## config.mk

```make
export PLATFORM = sky130hd
export DESIGN_NAME = fnv_mix_hash_printable_unit
export DESIGN_NICKNAME = d
export VERILOG_FILES = /design/src/hdl/fnvmh_pkg.sv /design/src/hdl/fnv_mix_hash_printable_unit.sv
export VERILOG_INCLUDE_DIRS = /design/src /design/src/hdl
export SDC_FILE = /design/constraint.sdc
export NUM_CORES = 2
export LEC_CHECK = 0
export BUFFER_PORTS_ARGS = -buffer_cell sky130_fd_sc_hd__buf_4
export CORE_UTILIZATION = 40
export CTS_BUF_LIST = sky130_fd_sc_hd__clkbuf_4 sky130_fd_sc_hd__clkbuf_8
export DETAILED_ROUTE_END_ITERATION = 6
export GPL_TIMING_DRIVEN = 0
export SLEW_MARGIN = 30
export SYNTH_ARGS = -nofsm -noshare
export SYNTH_HDL_FRONTEND = slang
export SYNTH_SLANG_ARGS = --single-unit
export TNS_END_PERCENT = 5
```

## constraint.sdc

```tcl
create_clock -name clk -period 9.6 [get_ports clk]
set_input_delay 0.96 -clock clk [delete_from_list [all_inputs] [get_ports clk]]
set_output_delay 0.96 -clock clk [all_outputs]
set_load 0.02 [all_outputs]
```

## src/hdl/fnv_mix_hash_printable_unit_assert.svh

```systemverilog
// ----------------------------------------------------------------------------
// fnv mix hash assertion macros
// concurrent assertion wrappers, empty when NO_ASSERTIONS is defined
// ----------------------------------------------------------------------------
`ifndef FNV_MIX_HASH_PRINTABLE_UNIT_ASSERT_SVH
`define FNV_MIX_HASH_PRINTABLE_UNIT_ASSERT_SVH

`ifndef NO_ASSERTIONS

// condition in a cycle implies consequence in the same cycle
`define FNVMH_ASSERT_SAME(label, clk, rst, ante, cons) \
  label: assert property (@(posedge clk) disable iff (rst) (ante) |-> (cons)) \
    else $error("fnv mix hash: assertion failed");

// condition in a cycle implies consequence in the next cycle
`define FNVMH_ASSERT_NEXT(label, clk, rst, ante, cons) \
  label: assert property (@(posedge clk) disable iff (rst) (ante) |=> (cons)) \
    else $error("fnv mix hash: assertion failed");

`else

`define FNVMH_ASSERT_SAME(label, clk, rst, ante, cons)
`define FNVMH_ASSERT_NEXT(label, clk, rst, ante, cons)

`endif

`endif

```

## src/hdl/fnvmh_pkg.sv

```systemverilog
// ----------------------------------------------------------------------------
// fnv mix hash package
// hash constants and the per-byte and finishing mix functions
// ----------------------------------------------------------------------------
package fnvmh_pkg;

  localparam logic [31:0] FNV_BASIS = 32'h811C_9DC5;
  localparam logic [31:0] FNV_PRIME = 32'h0100_0193;
  // prime times (1 + 2^10), folds the shift-add into the multiply
  localparam logic [31:0] PRIME_MIX = 32'h0106_4D93;
  // ceil(2^37 / 47), exact quotient for any 31-bit dividend
  localparam logic [31:0] RECIP_47  = 32'd2924233053;
  localparam int          RECIP_SHIFT = 37;
  localparam logic [6:0]  CHAR_BASE = 7'd33;
  localparam logic [5:0]  HALF_MOD  = 6'd47;

  function automatic logic [31:0] absorb(input logic [31:0] h, input logic [7:0] b);
    logic [31:0] m;
    m = (h ^ {24'b0, b}) * PRIME_MIX;
    return m ^ (m >> 6);
  endfunction

  function automatic logic [31:0] finish(input logic [31:0] h);
    logic [31:0] a;
    logic [31:0] t;
    a = h + (h << 3);
    t = a ^ (a >> 11);
    return t + (t << 15);
  endfunction

endpackage

```

## src/hdl/fnv_mix_hash_printable_unit.sv

```systemverilog
// path: a final byte passes the input register, finish stage, emitter and
//   quotient stage, then one character per cycle while out_ready is high
// throughput: one byte per cycle unless a final byte waits on the finish stage;
//   each digest gives DIGEST_CHARS characters, walked out of the finished hash
// reset: synchronous active-high rst empties every stage and loads the basis
// ----------------------------------------------------------------------------
// fnv mix hash printable unit
// byte-serial fnv-1a hash with shift mixing and a printable character digest
// ----------------------------------------------------------------------------
`include "fnv_mix_hash_printable_unit_assert.svh"

module fnv_mix_hash_printable_unit #(
  parameter int DIGEST_CHARS = 8
) (
  input  logic        clk,
  input  logic        rst,
  input  logic        in_valid,
  output logic        in_ready,
  input  logic [7:0]  data_byte,
  input  logic        end_of_message,
  output logic        out_valid,
  input  logic        out_ready,
  output logic [6:0]  print_char,
  output logic [2:0]  char_index,
  output logic [31:0] final_hash,
  output logic        last_char
);

  import fnvmh_pkg::*;

  // digest length kept inside 1..8
  localparam int NCHARS = (DIGEST_CHARS < 1) ? 1 : ((DIGEST_CHARS > 8) ? 8 : DIGEST_CHARS);
  localparam logic [2:0] LAST_IDX = 3'(NCHARS - 1);

  // input register: one byte waiting to be absorbed
  logic        ib_valid;
  logic [7:0]  ib_byte;
  logic        ib_eom;
  logic        ib_go;

  // running hash of the bytes absorbed so far in a message
  logic [31:0] running_hash;
  logic [31:0] hash_abs;

  // finish stage: absorbed hash of a final byte
  logic        fs_valid;
  logic [31:0] fs_hash;
  logic        fs_go;
  logic        fs_free;

  // character emitter: hash shifted right by four per character
  logic        em_valid;
  logic [31:0] em_w;
  logic [31:0] em_fin;
  logic [2:0]  em_idx;
  logic        em_last;
  logic        em_go;
  logic        em_free;
  logic [42:0] em_prod;

  // quotient stage: low bits of w/94 quotient
  logic        p1_valid;
  logic [5:0]  p1_q6;
  logic [6:0]  p1_lo;
  logic [2:0]  p1_idx;
  logic [31:0] p1_fin;
  logic        p1_last;
  logic        p1_go;
  logic [5:0]  p1_rem;

  // ---------------------------------------------------------------------------
  // flow control, one step back from the output register
  // ---------------------------------------------------------------------------
  assign p1_go   = !out_valid || out_ready;
  assign em_go   = em_valid && (!p1_valid || p1_go);
  assign em_last = (em_idx == LAST_IDX);
  // emitter can take a new digest once its final character moves on
  assign em_free = !em_valid || (em_go && em_last);
  assign fs_go   = fs_valid && em_free;
  assign fs_free = !fs_valid || fs_go;
  // a plain byte always absorbs; a final byte needs the finish stage free
  assign ib_go   = ib_valid && (!ib_eom || fs_free);
  assign in_ready = !ib_valid || ib_go;

  assign hash_abs = absorb(running_hash, ib_byte);

  // input register
  always_ff @(posedge clk) begin
    if (rst) begin
      ib_valid <= 1'b0;
    end else if (in_ready) begin
      ib_valid <= in_valid;
    end
    if (in_ready && in_valid) begin
      ib_byte <= data_byte;
      ib_eom  <= end_of_message;
    end
  end

  // running hash, back to the basis after each final byte
  always_ff @(posedge clk) begin
    if (rst) begin
      running_hash <= FNV_BASIS;
    end else if (ib_go) begin
      running_hash <= ib_eom ? FNV_BASIS : hash_abs;
    end
  end

  // finish stage
  always_ff @(posedge clk) begin
    if (rst) begin
      fs_valid <= 1'b0;
    end else if (fs_free) begin
      fs_valid <= ib_go && ib_eom;
    end
    if (fs_free && ib_go && ib_eom) begin
      fs_hash <= hash_abs;
    end
  end

  // character emitter
  always_ff @(posedge clk) begin
    if (rst) begin
      em_valid <= 1'b0;
    end else if (fs_go) begin
      em_valid <= 1'b1;
    end else if (em_go && em_last) begin
      em_valid <= 1'b0;
    end
    if (fs_go) begin
      em_fin <= finish(fs_hash);
      em_w   <= finish(fs_hash);
      em_idx <= '0;
    end else if (em_go) begin
      em_w   <= em_w >> 4;
      em_idx <= em_idx + 3'd1;
    end
  end

  // w mod 94 = 2 * ((w >> 1) mod 47) + w[0]; only quotient bits 5..0 are
  // needed since the remainder is below 64
  assign em_prod = 43'(em_w[31:1]) * 43'(RECIP_47);

  always_ff @(posedge clk) begin
    if (rst) begin
      p1_valid <= 1'b0;
    end else if (!p1_valid || p1_go) begin
      p1_valid <= em_go;
    end
    if (em_go) begin
      p1_q6   <= em_prod[RECIP_SHIFT +: 6];
      p1_lo   <= em_w[6:0];
      p1_idx  <= em_idx;
      p1_fin  <= em_fin;
      p1_last <= em_last;
    end
  end

  // remainder by 47 in six-bit arithmetic
  assign p1_rem = p1_lo[6:1] - 6'(p1_q6 * HALF_MOD);

  // output register
  always_ff @(posedge clk) begin
    if (rst) begin
      out_valid <= 1'b0;
    end else if (p1_go) begin
      out_valid <= p1_valid;
    end
    if (p1_go && p1_valid) begin
      print_char <= 7'({p1_rem, p1_lo[0]}) + CHAR_BASE;
      char_index <= p1_idx;
      final_hash <= p1_fin;
      last_char  <= p1_last;
    end
  end

  // ---------------------------------------------------------------------------
  // assertions
  // ---------------------------------------------------------------------------
  `FNVMH_ASSERT_NEXT(a_emit_step, clk, rst, em_go && !em_last && !fs_go,
    em_valid && (em_idx == $past(em_idx) + 3'd1))
  `FNVMH_ASSERT_NEXT(a_basis_after_msg, clk, rst, ib_go && ib_eom,
    running_hash == FNV_BASIS)
  `FNVMH_ASSERT_NEXT(a_finish_hold, clk, rst, fs_valid && !fs_go,
    fs_valid && $stable(fs_hash))
  `FNVMH_ASSERT_SAME(a_char_range, clk, rst, out_valid,
    (print_char >= 7'd33) && (print_char <= 7'd126))
  `FNVMH_ASSERT_SAME(a_last_index, clk, rst, out_valid,
    last_char == (char_index == LAST_IDX))

endmodule

```

# After elaboration in Yosys (flattened, before gate mapping)
# Index checks and enable logic that the tools add are counted.
# word_totals
reg_bits	237
input_bits	13
# op_classes
addsub	5
n_mul	3
eq_ne	1
muxes	5
bitwise	3
n_reduce_logical	23
# ops
cell	count
32-bit 2-to-1 mux	3
32-bit adder	2
31-bit by 32-bit multiplier with 43-bit output (second input constant)	1
32-bit by 25-bit multiplier with 32-bit output (second input constant)	1
32-bit by 21-bit bitwise XOR with 32-bit output	1
32-bit by 26-bit bitwise XOR with 32-bit output	1
32-bit by 8-bit bitwise XOR with 32-bit output	1
1-bit logical AND	9
7-bit by 6-bit adder with 7-bit output (second input constant)	1
1-bit zero test	6
1-bit logical OR	6
6-bit by 6-bit multiplier with 6-bit output (second input constant)	1
6-bit subtractor	1
2-bit nonzero test	2
3-bit by 1-bit adder with 3-bit output (second input constant)	1
3-bit equality test (second input constant)	1
1-bit 2-to-1 mux	2

# Longest topological paths before layout
# depth
depth_word	12
mapped_depth	24

# Least setup slack after synthesis
# OpenSTA, ideal clock, no wires.
# synth_path
path_kind	register to register
from	reg em_w[20]
to	reg p1_q6[5], data pin
setup_ps	260
arrival_ps	6455
slack_ps	2886
path_stages_with_launch	21
path_buffers	0
synth_period_minus_slack_ps	6714
path_cell_list	edfxtp_1 -> ha_1 -> fa_1 -> fa_1 -> inv_1 -> fa_1 -> inv_1 -> fa_1 -> fa_1 -> fa_1 -> fa_1 -> ha_1 -> a21o_1 -> a21o_1 -> a2111oi_0 -> o211ai_1 -> and3_1 -> a221o_1 -> o41ai_1 -> o21ba_1 -> xnor2_1
# synth_between
elab_chain_len	1
# synth_rtl
item	line	rtl
start, declared	fnv_mix_hash_printable_unit.sv:53	logic [31:0] em_w;
start signal, assigned	fnv_mix_hash_printable_unit.sv:132	em_w <= finish(fs_hash);
start signal, assigned	fnv_mix_hash_printable_unit.sv:135	em_w <= em_w >> 4;
31-bit by 32-bit multiplier with 43-bit output	fnv_mix_hash_printable_unit.sv:142	assign em_prod = 43'(em_w[31:1]) * 43'(RECIP_47);
net em_prod[42]	fnv_mix_hash_printable_unit.sv:59	logic [42:0] em_prod;
end signal, assigned	fnv_mix_hash_printable_unit.sv:151	p1_q6 <= em_prod[RECIP_SHIFT +: 6];
end, declared	fnv_mix_hash_printable_unit.sv:63	logic [5:0] p1_q6;
# The timed path passes the listed nets, and every way through them passes these cells.
# A chain may end at the register's enable or synchronous reset.

# Final worst setup path
# layout_path
from	reg em_w[5]
to	reg p1_q6[5], data pin
# Same word-level chain as after synthesis.

==> impl_metrics.py <==
metrics = {
    "placement": {
        "place_ws_ps": 1820,
        "place_congestion": 0.909,
        "dp_hpwl_um": 59600,
        "port_buffers": 57,
    },
    "worst_setup_path": {
        "crit_family": "adder cells",
        "slowest_delay_ps": 1020,
        "path_cells": "ha_1 -> inv_1 -> fa_1 -> fa_1 -> inv_1 -> fa_1 -> fa_1 -> inv_1 -> fa_1 -> inv_1 -> fa_1 -> fa_1 -> ha_1 -> a21oi_1 -> nor2b_1 -> o21ai_0 -> o211ai_1 -> and3_1 -> a221o_1 -> o41ai_1 -> o21ba_1 -> xnor2_1",
        "slowest_stage": "edfxtp_1",
        "cpMostUsedCell": "fa_1",
        "path_class": "register to register",
        "endpoint_kind": "register",
        "cp.required_ps": 9920,
        "arrival_ps": 8080,
        "crit_fanout": 11,
        "worstSetupStartpointType": "register",
        "path_buf_inv": 4,
        "rrSetupSlack_ps": 1830,
    },
    "sta": {
        "layout_setup_ws_ps": 1830,
        "worst_pin_slew_ps": 1030,
        "fmax_ghz": 0.129,
        "hold_violations": 0,
        "skew_ps": 32.5,
        "finalMaxSlewViolations": 0,
        "rsz0062_at_grt": "false",
        "min_period_over_period": 0.809,
        "finalSetupViolCount": 0,
        "tns_ps": 0,
        "relSlewSlack": 0.316,
        "fin_crit_ps": 7770,
    },
    "logic_synthesis": {
        "ys.flop_type": "edfxtp_1",
        "netlist_area_um2": 29000,
        "synthesis.nets": 3598,
        "ys_seq_area_frac": 0.232,
        "synth_cells": 2662,
        "synth_seq_cells": 237,
        "async_flop_share": 0,
        "avgSynthCellArea_um2": 10.9,
        "synth-edff-count": 197,
        "ys_types": 65,
        "yosysWarnings": 0,
    },
    "grt": {
        "grt_pass1_vias": 20200,
        "grt_use_met1": 0.253,
        "grt_max_degree": 52,
        "grt.busiest_layer": "met2",
        "met2_usage": 0.331,
        "grt_overflow": 0,
        "grt_use_met3": 0.0233,
        "grt_usage": 0.194,
        "grt_pass1_wl_um": 110000,
        "antenna_found_initial": 1,
    },
    "floorplan": {
        "start_util": 0.405,
        "floorplan.rows": 98,
        "dieArea_um2": 73500,
        "pin_count": 58,
        "core_area_um2": 71600,
        "die_h_um": 271,
        "die_x_um": 271,
    },
    "finish": {
        "register_area_um2": 6720,
        "syn2layout_area_growth_pct": 9.08,
        "final_cell_mix": "inv_1, ha_1, fa_1, edfxtp_1, xnor2_1",
        "layout_commonest_cell": "inv_1",
        "multiInputGateArea_um2": 19400,
        "drive_above_1_share": 0.0548,
        "fillers": 6752,
        "final_nets": 3700,
    },
    "routing": {
        "routedWlPerCell_um": 18.4,
        "ant_nets": 0,
        "vias": 18300,
        "vias_per_cell": 4.89,
        "drt-total-wl_um": 68900,
        "first_iter_violations": 915,
        "route.detailed.drc": 0,
        "first_pass_iters": 5,
    },
    "clocking": {
        "cts_buffer_depth": 3,
        "post-cts-setup-buffers": 0,
        "path_clk_slew_ps": 60,
        "cts_tree": "yes",
        "root_buffer": "clkbuf_8",
        "clk_latency_ps": 570,
        "holdBufCountCts": 0,
        "cts.sink_count": 237,
        "cts_buffers": 39,
        "htreeDepth": 2,
        "post_cts_resized": 0,
    },
    "min_path": {
        "min_path_type": "register to register",
    },
    "job": {
        "cap_viol_max_count": 0,
    },
    "run_status": {
        "outcome": "complete, no violations",
    },
}
-- synthesized netlist by cell type, types with 7 or more instances --
cell	count	area [µm²]
ha_1	518	6480
edfxtp_1	197	5920
o21ai_0	51	255
a31oi_1	9	56.3
xnor2_1	106	928
o22ai_1	9	56.3
nand3_1	16	80.1
nor2_1	68	255
a21o_1	24	180
or3_1	7	43.8
o21a_1	7	52.6
a22o_1	7	61.3
nor2b_1	11	68.8
dfxtp_1	40	801
a22oi_1	11	82.6
clkbuf_1	12	45.0
o21bai_1	15	113
nor3_1	15	75.1
xor2_1	78	683
and3_1	11	68.8
fa_1	405	8110
nand2_1	84	315
o211ai_1	9	67.6
nand4_1	9	56.3
nand2b_1	15	93.8
a21oi_1	68	340
inv_1	774	2910
-- flip-flops by register name, indices dropped and copies added (netlist names), 6 cells and up --
register,flops
em_fin,32
em_w,32
final_hash,32
fs_hash,32
p1_fin,32
running_hash,32
ib_byte,8
p1_lo,7
print_char,7
p1_q6,6
-- cells by family after synthesis --
family,count (synthesis),synth area share
buffers and inverters,788,0.102
muxes,9,0.00333
and+or+nand+nor,252,0.0402
adders and majority gates,923,0.504
xor gates and xnor gates,187,0.0577
DFF,237,0.232
AOI/OAI and AO/OA,266,0.0612
-- worst paths after layout --
check / end / depth (start not counted) / start
min: final_hash[20] / 0 / p1_fin[20]
max reg2reg: p1_q6[5] / 22 / em_w[5]
min reg2reg: final_hash[20] / 0 / p1_fin[20]
max: p1_q6[5] / 22 / em_w[5]
-- metrics by stage --
| step | hold WS, ps | util | instances | instance area, µm² |
|---|---|---|---|---|
| after floorplan | 400 | - | 2662 | 29000 |
| after global placement | 402 | 0.427 | 3669 | 30600 |
| after detailed placement | 405 | 0.430 | 3673 | 30800 |
| after CTS | 414 | 0.441 | 3743 | 31600 |
| after global routing | 420 | 0.441 | 3744 | 31600 |
| final | 409 | 0.441 | 3744 | 31600 |
-- per-layer routing --
metal,wire length [µm],part of all wire
met1,30500,0.44
met2,33300,0.48
met3,2670,0.039
met4,2470,0.036
met5,0,0
-- area by class of cell --
cell class,instances,area share
Sequential cell,237,0.213
Inverter,774,0.0920
Clock buffer,47,0.0193
Multi-Input combinational cell,1637,0.614
Timing Repair Buffer,61,0.0170
Clock inverter,23,0.00622
Buffer,14,0.00170
Antenna cell,1,0.0000792
Tap cell,950,0.0376
Power is left out: the tool's default activity adds up to more than one toggle a clock period on the data nets, which glitch-free logic cannot reach.
